## config.mk

```make
export PLATFORM = sky130hd
export DESIGN_NAME = integer_ncc_vector_score_top
export DESIGN_NICKNAME = d
export VERILOG_FILES = /design/src/design/ncc_pkg.sv /design/src/design/integer_ncc_vector_score_top.sv /design/src/design/ncc_div.sv /design/src/design/ncc_core.sv
export SDC_FILE = /design/constraint.sdc
export NUM_CORES = 2
export LEC_CHECK = 0
export BUFFER_PORTS_ARGS = -buffer_cell sky130_fd_sc_hd__buf_4
export CAP_MARGIN = 20
export CORE_ASPECT_RATIO = 0.6
export CORE_MARGIN = 4
export CORE_UTILIZATION = 55
export CTS_CLUSTER_SIZE = 16
export DETAILED_ROUTE_END_ITERATION = 10
export PLACE_DENSITY = 0.71
export SLEW_MARGIN = 5
export SYNTH_ARGS = -nofsm -noshare
export SYNTH_HDL_FRONTEND = slang
export SYNTH_SLANG_ARGS = --single-unit
```

## constraint.sdc

```tcl
create_clock -name clk -period 11.3 [get_ports clk]
set_clock_uncertainty 0.05 [all_clocks]
set_input_delay 0 -clock clk [delete_from_list [all_inputs] [get_ports clk]]
set_output_delay 0 -clock clk [all_outputs]
set_load 0.005 [all_outputs]
```

## src/design/ncc_pkg.sv

```systemverilog
package ncc_pkg;

    // feature and accumulator widths
    localparam int FEAT_W  = 11;
    localparam int SUM_W   = 32;
    localparam int SCORE_W = 16;
    localparam int LEN_W   = $clog2(SUM_W + 1);
    localparam int STEP_W  = $clog2(SUM_W);

    // longest vector pair that still gives a score
    localparam int MAX_LEN = 512;
    localparam int CNT_W   = $clog2(MAX_LEN + 2);

    // configuration register map
    localparam int CFG_INDEX_W = 1;
    localparam logic [CFG_INDEX_W-1:0] REG_FEATURE_MIN = 1'b0;
    localparam logic [CFG_INDEX_W-1:0] REG_FEATURE_MAX = 1'b1;

    localparam logic signed [FEAT_W-1:0] FEATURE_MIN_RST = -11'sd1023;
    localparam logic signed [FEAT_W-1:0] FEATURE_MAX_RST = 11'sd1023;

    // stream packing
    localparam int S_TDATA_W = ((2 * FEAT_W + 7) / 8) * 8;
    localparam int M_TDATA_W = SCORE_W;
    localparam int M_TUSER_W = 2;

    // signed shift amounts of the grade computation
    typedef logic signed [7:0] shift_t;
    localparam shift_t SHIFT_NORM    = 8'sd16;
    localparam shift_t SHIFT_RESCALE = 8'sd12;
    localparam shift_t SHIFT_SPAN    = 8'sd32;
    localparam shift_t SHIFT_ZERO    = 8'sd0;

    typedef struct packed {
        logic signed [FEAT_W-1:0] probe_value;
        logic signed [FEAT_W-1:0] gallery_value;
        logic                     last_element;
        logic                     fault;
    } item_t;

    typedef struct packed {
        logic [SCORE_W-1:0] score;
        logic               out_of_range;
        logic               too_long;
    } result_t;

    typedef struct packed {
        logic busy;
        logic done;
    } div_stat_t;

endpackage

```

## src/design/integer_ncc_vector_score_top.sv

```systemverilog
// Integer normalized cross-correlation score of two feature vectors. Each input
// transaction carries one element pair (probe and gallery feature, 11-bit signed)
// and tlast on the final pair of the vectors. The block sums the dot product and
// both squared norms; on the last pair it emits one output transaction with a
// 16-bit unsigned score (4096 for equal vectors, 0 for negative correlation) and two
// flags: out_of_range when any feature fell outside feature_min..feature_max, and
// too_long when more than 512 pairs arrived, which forces the score to 0. Each
// element pair occupies the block while a single multiplier forms the three
// products one after another; the last pair then also holds the block for two
// runs of the one-bit-per-cycle divider and a 5-step bit length search. s_tready
// is low while a pair is being worked on. The finished result sits in an output
// register, so the next pair is taken while that result waits for m_tready.
// Configuration writes are taken at any time and should only be issued while the
// block is idle.
module integer_ncc_vector_score_top
    import ncc_pkg::*;
(
    input  logic                          clk,
    input  logic                          rst_n,

    // element pair stream
    input  logic                          s_tvalid,
    output logic                          s_tready,
    input  logic [S_TDATA_W-1:0]          s_tdata,   // probe_value, gallery_value
    input  logic                          s_tlast,   // last_element

    // score stream
    output logic                          m_tvalid,
    input  logic                          m_tready,
    output logic [M_TDATA_W-1:0]          m_tdata,   // score
    output logic [M_TUSER_W-1:0]          m_tuser,   // out_of_range, too_long

    // configuration writes
    input  logic                          cfg_valid,
    output logic                          cfg_ready,
    input  logic [CFG_INDEX_W-1:0]        cfg_index,
    input  logic signed [FEAT_W-1:0]      cfg_data
);

    logic signed [FEAT_W-1:0] feature_min_reg;
    logic signed [FEAT_W-1:0] feature_max_reg;
    logic                     out_valid_reg;
    result_t                  out_reg;

    item_t                    item;
    logic                     core_ready;
    logic                     res_valid;
    logic                     res_take;
    result_t                  res;

    // configuration port never stalls
    assign cfg_ready = 1'b1;

    always_ff @(posedge clk or negedge rst_n)
    begin
        if (!rst_n)
        begin
            feature_min_reg <= FEATURE_MIN_RST;
            feature_max_reg <= FEATURE_MAX_RST;
        end
        else if (cfg_valid && cfg_ready)
        begin
            case (cfg_index)
                REG_FEATURE_MIN: feature_min_reg <= cfg_data;
                REG_FEATURE_MAX: feature_max_reg <= cfg_data;
                default:
                begin
                end
            endcase
        end
    end

    // unpack the element pair and check both features against the window
    always_comb
    begin
        item.probe_value   = s_tdata[FEAT_W-1:0];
        item.gallery_value = s_tdata[2*FEAT_W-1:FEAT_W];
        item.last_element  = s_tlast;
        item.fault         = (item.probe_value < feature_min_reg)
                          || (item.probe_value > feature_max_reg)
                          || (item.gallery_value < feature_min_reg)
                          || (item.gallery_value > feature_max_reg);
    end

    ncc_core u_core (
        .clk       (clk),
        .rst_n     (rst_n),
        .in_valid  (s_tvalid),
        .in_ready  (core_ready),
        .item      (item),
        .res_valid (res_valid),
        .res_take  (res_take),
        .res       (res)
    );

    assign s_tready = core_ready;

    // output register: a result moves in when the slot is empty or being drained
    assign res_take = res_valid && (!out_valid_reg || m_tready);

    always_ff @(posedge clk or negedge rst_n)
    begin
        if (!rst_n)
            out_valid_reg <= 1'b0;
        else if (res_take)
            out_valid_reg <= 1'b1;
        else if (m_tready)
            out_valid_reg <= 1'b0;
    end

    always_ff @(posedge clk)
    begin
        if (res_take)
            out_reg <= res;
    end

    assign m_tvalid = out_valid_reg;
    assign m_tdata  = out_reg.score;
    assign m_tuser  = {out_reg.too_long, out_reg.out_of_range};

endmodule

```

## src/design/ncc_div.sv

```systemverilog
// restoring divider, one quotient bit per cycle
module ncc_div
    import ncc_pkg::*;
(
    input  logic             clk,
    input  logic             rst_n,
    input  logic             start,
    input  logic [SUM_W-1:0] dividend,
    input  logic [SUM_W-1:0] divisor,
    output logic [SUM_W-1:0] quotient,
    output div_stat_t        stat
);

    localparam logic [STEP_W-1:0] STEP_LAST = STEP_W'(SUM_W - 1);

    logic              busy_reg;
    logic              done_reg;
    logic [STEP_W-1:0] cnt_reg;
    logic [SUM_W-1:0]  rem_reg;
    logic [SUM_W-1:0]  quo_reg;
    logic [SUM_W-1:0]  dvs_reg;

    logic [SUM_W:0]    trial;
    logic [SUM_W:0]    diff;

    assign trial = {rem_reg, quo_reg[SUM_W-1]};
    assign diff  = trial - {1'b0, dvs_reg};

    always_ff @(posedge clk or negedge rst_n)
    begin
        if (!rst_n)
        begin
            busy_reg <= 1'b0;
            done_reg <= 1'b0;
            cnt_reg  <= '0;
        end
        else if (start)
        begin
            busy_reg <= 1'b1;
            done_reg <= 1'b0;
            cnt_reg  <= '0;
        end
        else if (busy_reg)
        begin
            cnt_reg <= cnt_reg + 1'b1;
            if (cnt_reg == STEP_LAST)
            begin
                busy_reg <= 1'b0;
                done_reg <= 1'b1;
            end
        end
        else
        begin
            done_reg <= 1'b0;
        end
    end

    always_ff @(posedge clk)
    begin
        if (start)
        begin
            rem_reg <= '0;
            quo_reg <= dividend;
            dvs_reg <= divisor;
        end
        else if (busy_reg)
        begin
            rem_reg <= diff[SUM_W] ? trial[SUM_W-1:0] : diff[SUM_W-1:0];
            quo_reg <= {quo_reg[SUM_W-2:0], ~diff[SUM_W]};
        end
    end

    assign quotient  = quo_reg;
    assign stat.busy = busy_reg;
    assign stat.done = done_reg;

endmodule

```

## src/design/ncc_core.sv

```systemverilog
// accumulation and grade sequencer around one shared multiplier and the divider
module ncc_core
    import ncc_pkg::*;
(
    input  logic    clk,
    input  logic    rst_n,
    input  logic    in_valid,
    output logic    in_ready,
    input  item_t   item,
    output logic    res_valid,
    input  logic    res_take,
    output result_t res
);

    typedef enum logic [3:0] {
        S_IDLE,
        S_MPG,
        S_MPP,
        S_MGG,
        S_AGG,
        S_LOAD,
        S_NORM,
        S_SHIFT,
        S_DIV1S,
        S_DIV1,
        S_DIV2,
        S_MULQ,
        S_FINAL,
        S_DONE
    } state_t;

    localparam logic [CNT_W-1:0] CNT_MAX   = CNT_W'(MAX_LEN);
    localparam logic [2:0]       NORM_LAST = 3'd4;
    localparam logic [LEN_W-1:0] LEN_FULL  = LEN_W'(SUM_W);

    state_t             state_reg;
    state_t             state_next;
    logic [CNT_W-1:0]   count_reg;
    logic               range_fault_reg;
    logic [SUM_W-1:0]   corr_sum_reg;
    logic [SUM_W-1:0]   probe_norm_sum_reg;
    logic [SUM_W-1:0]   gallery_norm_sum_reg;
    logic [2:0]         step_reg;

    logic signed [FEAT_W-1:0] probe_reg;
    logic signed [FEAT_W-1:0] gallery_reg;
    logic               last_reg;
    logic [SUM_W-1:0]   prod_reg;
    logic [SUM_W-1:0]   ucorr_reg;
    logic [SUM_W-1:0]   n1_reg;
    logic [SUM_W-1:0]   n2_reg;
    logic [SUM_W-1:0]   lane_reg [3];
    logic [LEN_W-1:0]   len_reg  [3];
    shift_t             s1_reg;
    shift_t             s2_reg;
    logic [SUM_W-1:0]   q1_reg;
    logic [SCORE_W-1:0] score_reg;

    logic [SUM_W-1:0]   mul_a;
    logic [SUM_W-1:0]   mul_b;
    logic [2*SUM_W-1:0] mul_full;
    logic               accept;
    logic               div_start;
    logic [SUM_W-1:0]   div_dvd;
    logic [SUM_W-1:0]   div_dvs;
    logic [SUM_W-1:0]   div_quo;
    div_stat_t          div_stat;
    shift_t             s_sel;
    shift_t             s_neg;
    logic [STEP_W-1:0]  norm_k;
    logic [SUM_W-1:0]   top_mask;
    shift_t             cm;
    shift_t             m1;
    shift_t             m2;
    shift_t             lim;
    shift_t             d1;
    shift_t             d2;
    shift_t             t1;
    shift_t             t2;
    shift_t             back;
    shift_t             back_neg;
    logic [SUM_W-1:0]   grade;

    assign accept   = in_valid && in_ready;
    assign in_ready = (state_reg == S_IDLE);

    // shared multiplier operand select
    always_comb
    begin
        mul_a = {{(SUM_W-FEAT_W){probe_reg[FEAT_W-1]}}, probe_reg};
        mul_b = {{(SUM_W-FEAT_W){gallery_reg[FEAT_W-1]}}, gallery_reg};
        case (state_reg)
            S_MPP:
            begin
                mul_b = {{(SUM_W-FEAT_W){probe_reg[FEAT_W-1]}}, probe_reg};
            end
            S_MGG:
            begin
                mul_a = {{(SUM_W-FEAT_W){gallery_reg[FEAT_W-1]}}, gallery_reg};
            end
            S_MULQ:
            begin
                mul_a = q1_reg;
                mul_b = div_quo;
            end
            default:
            begin
            end
        endcase
    end

    assign mul_full = mul_a * mul_b;

    // pre-division shift of the clamped correlation
    assign s_sel   = (state_reg == S_DIV1S) ? s1_reg : s2_reg;
    assign s_neg   = -s_sel;
    assign div_dvd = s_sel[7] ? (ucorr_reg >> s_neg[STEP_W-1:0])
                              : (ucorr_reg << s_sel[STEP_W-1:0]);
    assign div_dvs = (state_reg == S_DIV1S) ? n1_reg : n2_reg;
    assign div_start = (state_reg == S_DIV1S) || (state_reg == S_DIV1 && div_stat.done);

    ncc_div u_div (
        .clk      (clk),
        .rst_n    (rst_n),
        .start    (div_start),
        .dividend (div_dvd),
        .divisor  (div_dvs),
        .quotient (div_quo),
        .stat     (div_stat)
    );

    // halving search step for the bit length lanes
    always_comb
    begin
        case (step_reg)
            3'd0:    norm_k = STEP_W'(16);
            3'd1:    norm_k = STEP_W'(8);
            3'd2:    norm_k = STEP_W'(4);
            3'd3:    norm_k = STEP_W'(2);
            default: norm_k = STEP_W'(1);
        endcase
        top_mask = ~({SUM_W{1'b1}} >> norm_k);
    end

    // shift amounts from the three bit lengths
    assign cm  = $signed({2'b00, len_reg[0]});
    assign m1  = $signed({2'b00, len_reg[1]});
    assign m2  = $signed({2'b00, len_reg[2]});
    assign lim = SHIFT_SPAN - cm;
    assign d1  = cm - m1;
    assign d2  = cm - m2;
    assign t1  = SHIFT_NORM - (d1[7] ? SHIFT_ZERO : d1);
    assign t2  = SHIFT_NORM - (d2[7] ? SHIFT_ZERO : d2);

    // final rescale of the quotient product
    assign back     = s1_reg + s2_reg - SHIFT_RESCALE;
    assign back_neg = -back;
    always_comb
    begin
        if (back_neg >= SHIFT_SPAN)
            grade = '0;
        else if (!back_neg[7])
            grade = prod_reg << back_neg[STEP_W-1:0];
        else
            grade = prod_reg >> back[STEP_W-1:0];
    end

    always_comb
    begin
        state_next = state_reg;
        case (state_reg)
            S_IDLE:  if (accept) state_next = S_MPG;
            S_MPG:   state_next = S_MPP;
            S_MPP:   state_next = S_MGG;
            S_MGG:   state_next = S_AGG;
            S_AGG:
            begin
                if (!last_reg)
                    state_next = S_IDLE;
                else if (count_reg > CNT_MAX)
                    state_next = S_DONE;
                else
                    state_next = S_LOAD;
            end
            S_LOAD:  state_next = S_NORM;
            S_NORM:  if (step_reg == NORM_LAST) state_next = S_SHIFT;
            S_SHIFT: state_next = S_DIV1S;
            S_DIV1S: state_next = S_DIV1;
            S_DIV1:  if (div_stat.done) state_next = S_DIV2;
            S_DIV2:  if (div_stat.done) state_next = S_MULQ;
            S_MULQ:  state_next = S_FINAL;
            S_FINAL: state_next = S_DONE;
            S_DONE:  if (res_take) state_next = S_IDLE;
            default: state_next = S_IDLE;
        endcase
    end

    always_ff @(posedge clk or negedge rst_n)
    begin
        if (!rst_n)
        begin
            state_reg            <= S_IDLE;
            count_reg            <= '0;
            range_fault_reg      <= 1'b0;
            corr_sum_reg         <= '0;
            probe_norm_sum_reg   <= '0;
            gallery_norm_sum_reg <= '0;
            step_reg             <= '0;
        end
        else
        begin
            state_reg <= state_next;
            case (state_reg)
                S_IDLE:
                begin
                    if (accept)
                    begin
                        range_fault_reg <= range_fault_reg | item.fault;
                        if (count_reg <= CNT_MAX)
                            count_reg <= count_reg + 1'b1;
                    end
                end
                S_MPP:   corr_sum_reg         <= corr_sum_reg + prod_reg;
                S_MGG:   probe_norm_sum_reg   <= probe_norm_sum_reg + prod_reg;
                S_AGG:   gallery_norm_sum_reg <= gallery_norm_sum_reg + prod_reg;
                S_LOAD:  step_reg <= '0;
                S_NORM:  step_reg <= step_reg + 1'b1;
                S_DONE:
                begin
                    if (res_take)
                    begin
                        count_reg            <= '0;
                        range_fault_reg      <= 1'b0;
                        corr_sum_reg         <= '0;
                        probe_norm_sum_reg   <= '0;
                        gallery_norm_sum_reg <= '0;
                    end
                end
                default:
                begin
                end
            endcase
        end
    end

    always_ff @(posedge clk)
    begin
        prod_reg <= mul_full[SUM_W-1:0];
        if (accept)
        begin
            probe_reg   <= item.probe_value;
            gallery_reg <= item.gallery_value;
            last_reg    <= item.last_element;
        end
        if (state_reg == S_AGG)
            score_reg <= '0;
        if (state_reg == S_LOAD)
        begin
            ucorr_reg   <= corr_sum_reg[SUM_W-1] ? '0 : corr_sum_reg;
            n1_reg      <= (probe_norm_sum_reg == '0) ? SUM_W'(1) : probe_norm_sum_reg;
            n2_reg      <= (gallery_norm_sum_reg == '0) ? SUM_W'(1) : gallery_norm_sum_reg;
            lane_reg[0] <= corr_sum_reg[SUM_W-1] ? '0 : corr_sum_reg;
            lane_reg[1] <= (probe_norm_sum_reg == '0) ? SUM_W'(1) : probe_norm_sum_reg;
            lane_reg[2] <= (gallery_norm_sum_reg == '0) ? SUM_W'(1) : gallery_norm_sum_reg;
            len_reg[0]  <= (corr_sum_reg[SUM_W-1] || corr_sum_reg == '0) ? '0 : LEN_FULL;
            len_reg[1]  <= LEN_FULL;
            len_reg[2]  <= LEN_FULL;
        end
        if (state_reg == S_NORM)
        begin
            for (int i = 0; i < 3; i++)
            begin
                if (len_reg[i] != '0 && (lane_reg[i] & top_mask) == '0)
                begin
                    lane_reg[i] <= lane_reg[i] << norm_k;
                    len_reg[i]  <= len_reg[i] - LEN_W'(norm_k);
                end
            end
        end
        if (state_reg == S_SHIFT)
        begin
            s1_reg <= (t1 < lim) ? t1 : lim;
            s2_reg <= (t2 < lim) ? t2 : lim;
        end
        if (state_reg == S_DIV1 && div_stat.done)
            q1_reg <= div_quo;
        if (state_reg == S_FINAL)
            score_reg <= grade[SCORE_W-1:0];
    end

    assign res_valid        = (state_reg == S_DONE);
    assign res.score        = score_reg;
    assign res.out_of_range = range_fault_reg;
    assign res.too_long     = (count_reg > CNT_MAX);

    a_count_bound: assert property (@(posedge clk) disable iff (!rst_n)
        count_reg <= CNT_MAX + 1'b1)
        else $error("element count beyond saturation");

    a_div_idle: assert property (@(posedge clk) disable iff (!rst_n)
        div_start |-> !div_stat.busy)
        else $error("divider started while busy");

    a_clear: assert property (@(posedge clk) disable iff (!rst_n)
        res_take |=> (count_reg == '0 && corr_sum_reg == '0 && !range_fault_reg))
        else $error("accumulators not cleared after result");

    a_count_up: assert property (@(posedge clk) disable iff (!rst_n)
        accept |=> count_reg != '0)
        else $error("accepted element not counted");

    a_long_zero: assert property (@(posedge clk) disable iff (!rst_n)
        (res_valid && res.too_long) |-> res.score == '0)
        else $error("too long vector with nonzero score");

endmodule
```

==> qor.csv <==
metric,value,unit
remaining antenna violation count after routing,0,
Longest Clk Path Bufs,3,
Num Clock Sinks,586,
Pre-Repair DR Iteration Count,10,
initial antenna violation count,6,
Synth Instances,6274,
CTS buffer count,61,
worst skew pair latency,0.71,ns
M2 GR Usage,41.6,%
Mapped Avg Cell Area,9.04,sq um
gp weighted congestion,1.13,
Top Ports,63,
"CP delay by family, top",adder cells,
Largest register FFs,96,
Post-CTS Repair Setup Buffers,0,
# setup viols final,0,
final setup TNS,0,ns
Crit path top cell by count,fa_1,
top_reg_cell synth,edfxtp_1,
fillers,8650,
initial cell density of the core,55.9,%
WL/cell,27.6,um
critical path class,flip-flop to flip-flop,
"EDFF count, synth",378,
H-tree depth,2,
WL final,209,mm
starting DRC count in detailed routing,7822,
DP Wirelength,162,mm
busiest grt layer,met1,
crit-path max cell delay,0.84,ns
Slew headroom,10.9,%
chip height,257,um
RSZ-0062 raised after global routing,false,
"Seq/Total Area, Yosys",28.7,%
WP data required,11.90,ns
vias in the first global route,45300,
CTS tree,built,
Fin. Hold Viols,0,
Period minus WS final,9.95,ns
nets@finish,7022,
Synth async-reset ratio,24.6,%
worst path buffer plus inverter count,6,
Synth Warn #,0,
#FFs+latches synth,586,
area grow syn2layout,8.20,%
Slew @ Worst Pin,1.34,ns
Remaining DRCs,0,
DIE AREA,108000,sq um
Clk Tree Root Cell,clkbuf_16,
CP Launch Type,flip-flop,
CP Capture Type,flip-flop,
area occupied by multi-input gates,36900,sq um
CP max stage cell,nor4b_4,
final critical-path share of the clock period,88.0,%
Post-Syn Area,56700,sq um
Fin Hold WS,0.0529,ns
via count,49500,
Max Slew Vio Count,0,
PortBufs,59,
first-pass GRT wire length,304,mm
area of the core,101000,sq um
Critical Path AT,10.55,ns
Overall Global Routing Usage,37.6,%
Reg area,16300,sq um
synthesized net count,7092,
number of max-cap violations,0,
fmax,101,MHz
DR vias/cell,6.51,
Min-Delay Path Class,primary input to flip-flop,
M3 GR Usage,23.8,%
largest net degree at the start of global routing,97,
post-synth cell types,99,
die extent in x,423,um
met1 usage,58.6,%
clock-pin slew on the worst setup and hold paths,0.08,ns
status,"complete, no violations",
row count,90,
total grt overflow,0,
CP Max Fanout,23,
share of layout cells above drive strength 1,7.38,%
[synth_stat cells, drive strengths merged (43+ instances only)]
master / number / area share, %
xor2: 69 / 1.1
ha: 358 / 7.9
o211ai: 48 / 0.64
nand3: 114 / 1.0
a21o: 145 / 1.9
xnor2: 174 / 2.7
dfrtp: 132 / 5.8
mux2i: 238 / 4.2
a21oi: 318 / 2.8
nor2: 722 / 4.8
mux4: 43 / 1.7
edfxtp: 378 / 20
and2: 43 / 0.47
nand2: 711 / 4.7
a31oi: 47 / 0.52
nand2b: 82 / 0.90
nor3: 67 / 0.60
inv: 568 / 3.8
nor2b: 84 / 0.93
mux2: 134 / 2.7
dfxtp: 64 / 2.3
buf: 107 / 0.90
a211oi: 50 / 0.67
clkbuf: 285 / 1.9
fa: 418 / 15
o21ai: 402 / 3.6
o22ai: 49 / 0.54
[area by class of cell]
class | instances | share of cell area (%)
diodes | 6 | 0.0245
well taps | 1334 | 2.72
clock buffers | 84 | 2.85
flip-flops and latches | 586 | 26.5
inverters | 569 | 3.49
repair buffers | 259 | 3.62
clock inverters | 32 | 0.596
multi-input cells | 4727 | 60.2
[per-layer routing]
layer  up-vias  share of wire [%]
li1      21400                  -
met1     23900                 43
met2      3846                 33
met3       361                 21
met4        18                2.2
met5         -               0.30
[through the flow]
stage               util (%)  instances  cell area, sq um  worst slack [ns]
finish                  60.5       7597             61400              1.35
global route            60.5       7591             61300              1.16
CTS                     60.4       7587             61200              1.66
detailed placement      57.6       7396             58400              1.71
global placement        57.6       7394             58300              1.87
floorplan                  -       6274             56700              3.30
[placed cells by master (no fill, tap or decap), types with 28 or more instances in the layout]
cell	Yosys	layout
o21bai_1	28	28
o21ai_1	38	38
or3_1	31	30
a21oi_1	317	311
and2_1	42	40
mux4_2	43	43
fa_1	418	418
o21ai_0	363	362
a211oi_1	49	48
mux2_2	50	50
xnor2_1	173	169
o22ai_1	49	49
nor2_1	720	719
inv_1	564	561
nor4_1	30	30
nand2b_1	82	82
ha_1	358	356
clkbuf_16	0	64
buf_4	4	179
a22oi_1	36	36
a21o_1	145	145
xor2_1	69	69
nor3_1	66	61
edfxtp_1	378	378
o21a_1	36	36
nand3_1	114	114
dlygate4sd3_1	0	74
dfxtp_1	64	64
a31oi_1	47	47
dfrtp_1	132	131
o211ai_1	48	48
mux2i_1	238	235
nor2b_1	84	81
mux2_1	84	84
nand2_1	710	710
[cells by family (layout without fill, tap and decap cells)]
logic type	count (synthesis)	in the layout	share of synthesized area, %
simple gates	1977	1977	15.3
compound gates	1313	1313	14.4
buf+inv	961	944	6.55
fa+ha+maj	777	777	22.7
flops	586	586	28.7
mux	415	415	8.57
xor+xnor	244	244	3.81
other cells	1	7	0.00661
[timing repair]
action                    CTS  global route
resized for setup           0             0
hold buffers               75             0
hold endpoints to repair  130             0
[path summary, 6_finish.rpt]
| kind | start | endpoint | slack [ns] | depth (start not counted) |
|---|---|---|---|---|
| max | u_core.state_reg[2] | u_core.prod_reg[30] | 1.35 | 31 |
| min reg2reg | u_core.score_reg[2] | m_tdata[2] | 0.35 | 0 |
| min in group asynchronous | rst_n | feature_max_reg[1] | 0.52 | 3 |
| max reg2reg | u_core.state_reg[2] | u_core.prod_reg[30] | 1.35 | 31 |
| max in group asynchronous | rst_n | u_core.step_reg[2] | 9.56 | 4 |
| min | s_tdata[4] | u_core.probe_reg[4] | 0.05 | 2 |
Power is left out: the tool's default activity adds up to more than one toggle a clock period on the data nets, which glitch-free logic cannot reach.
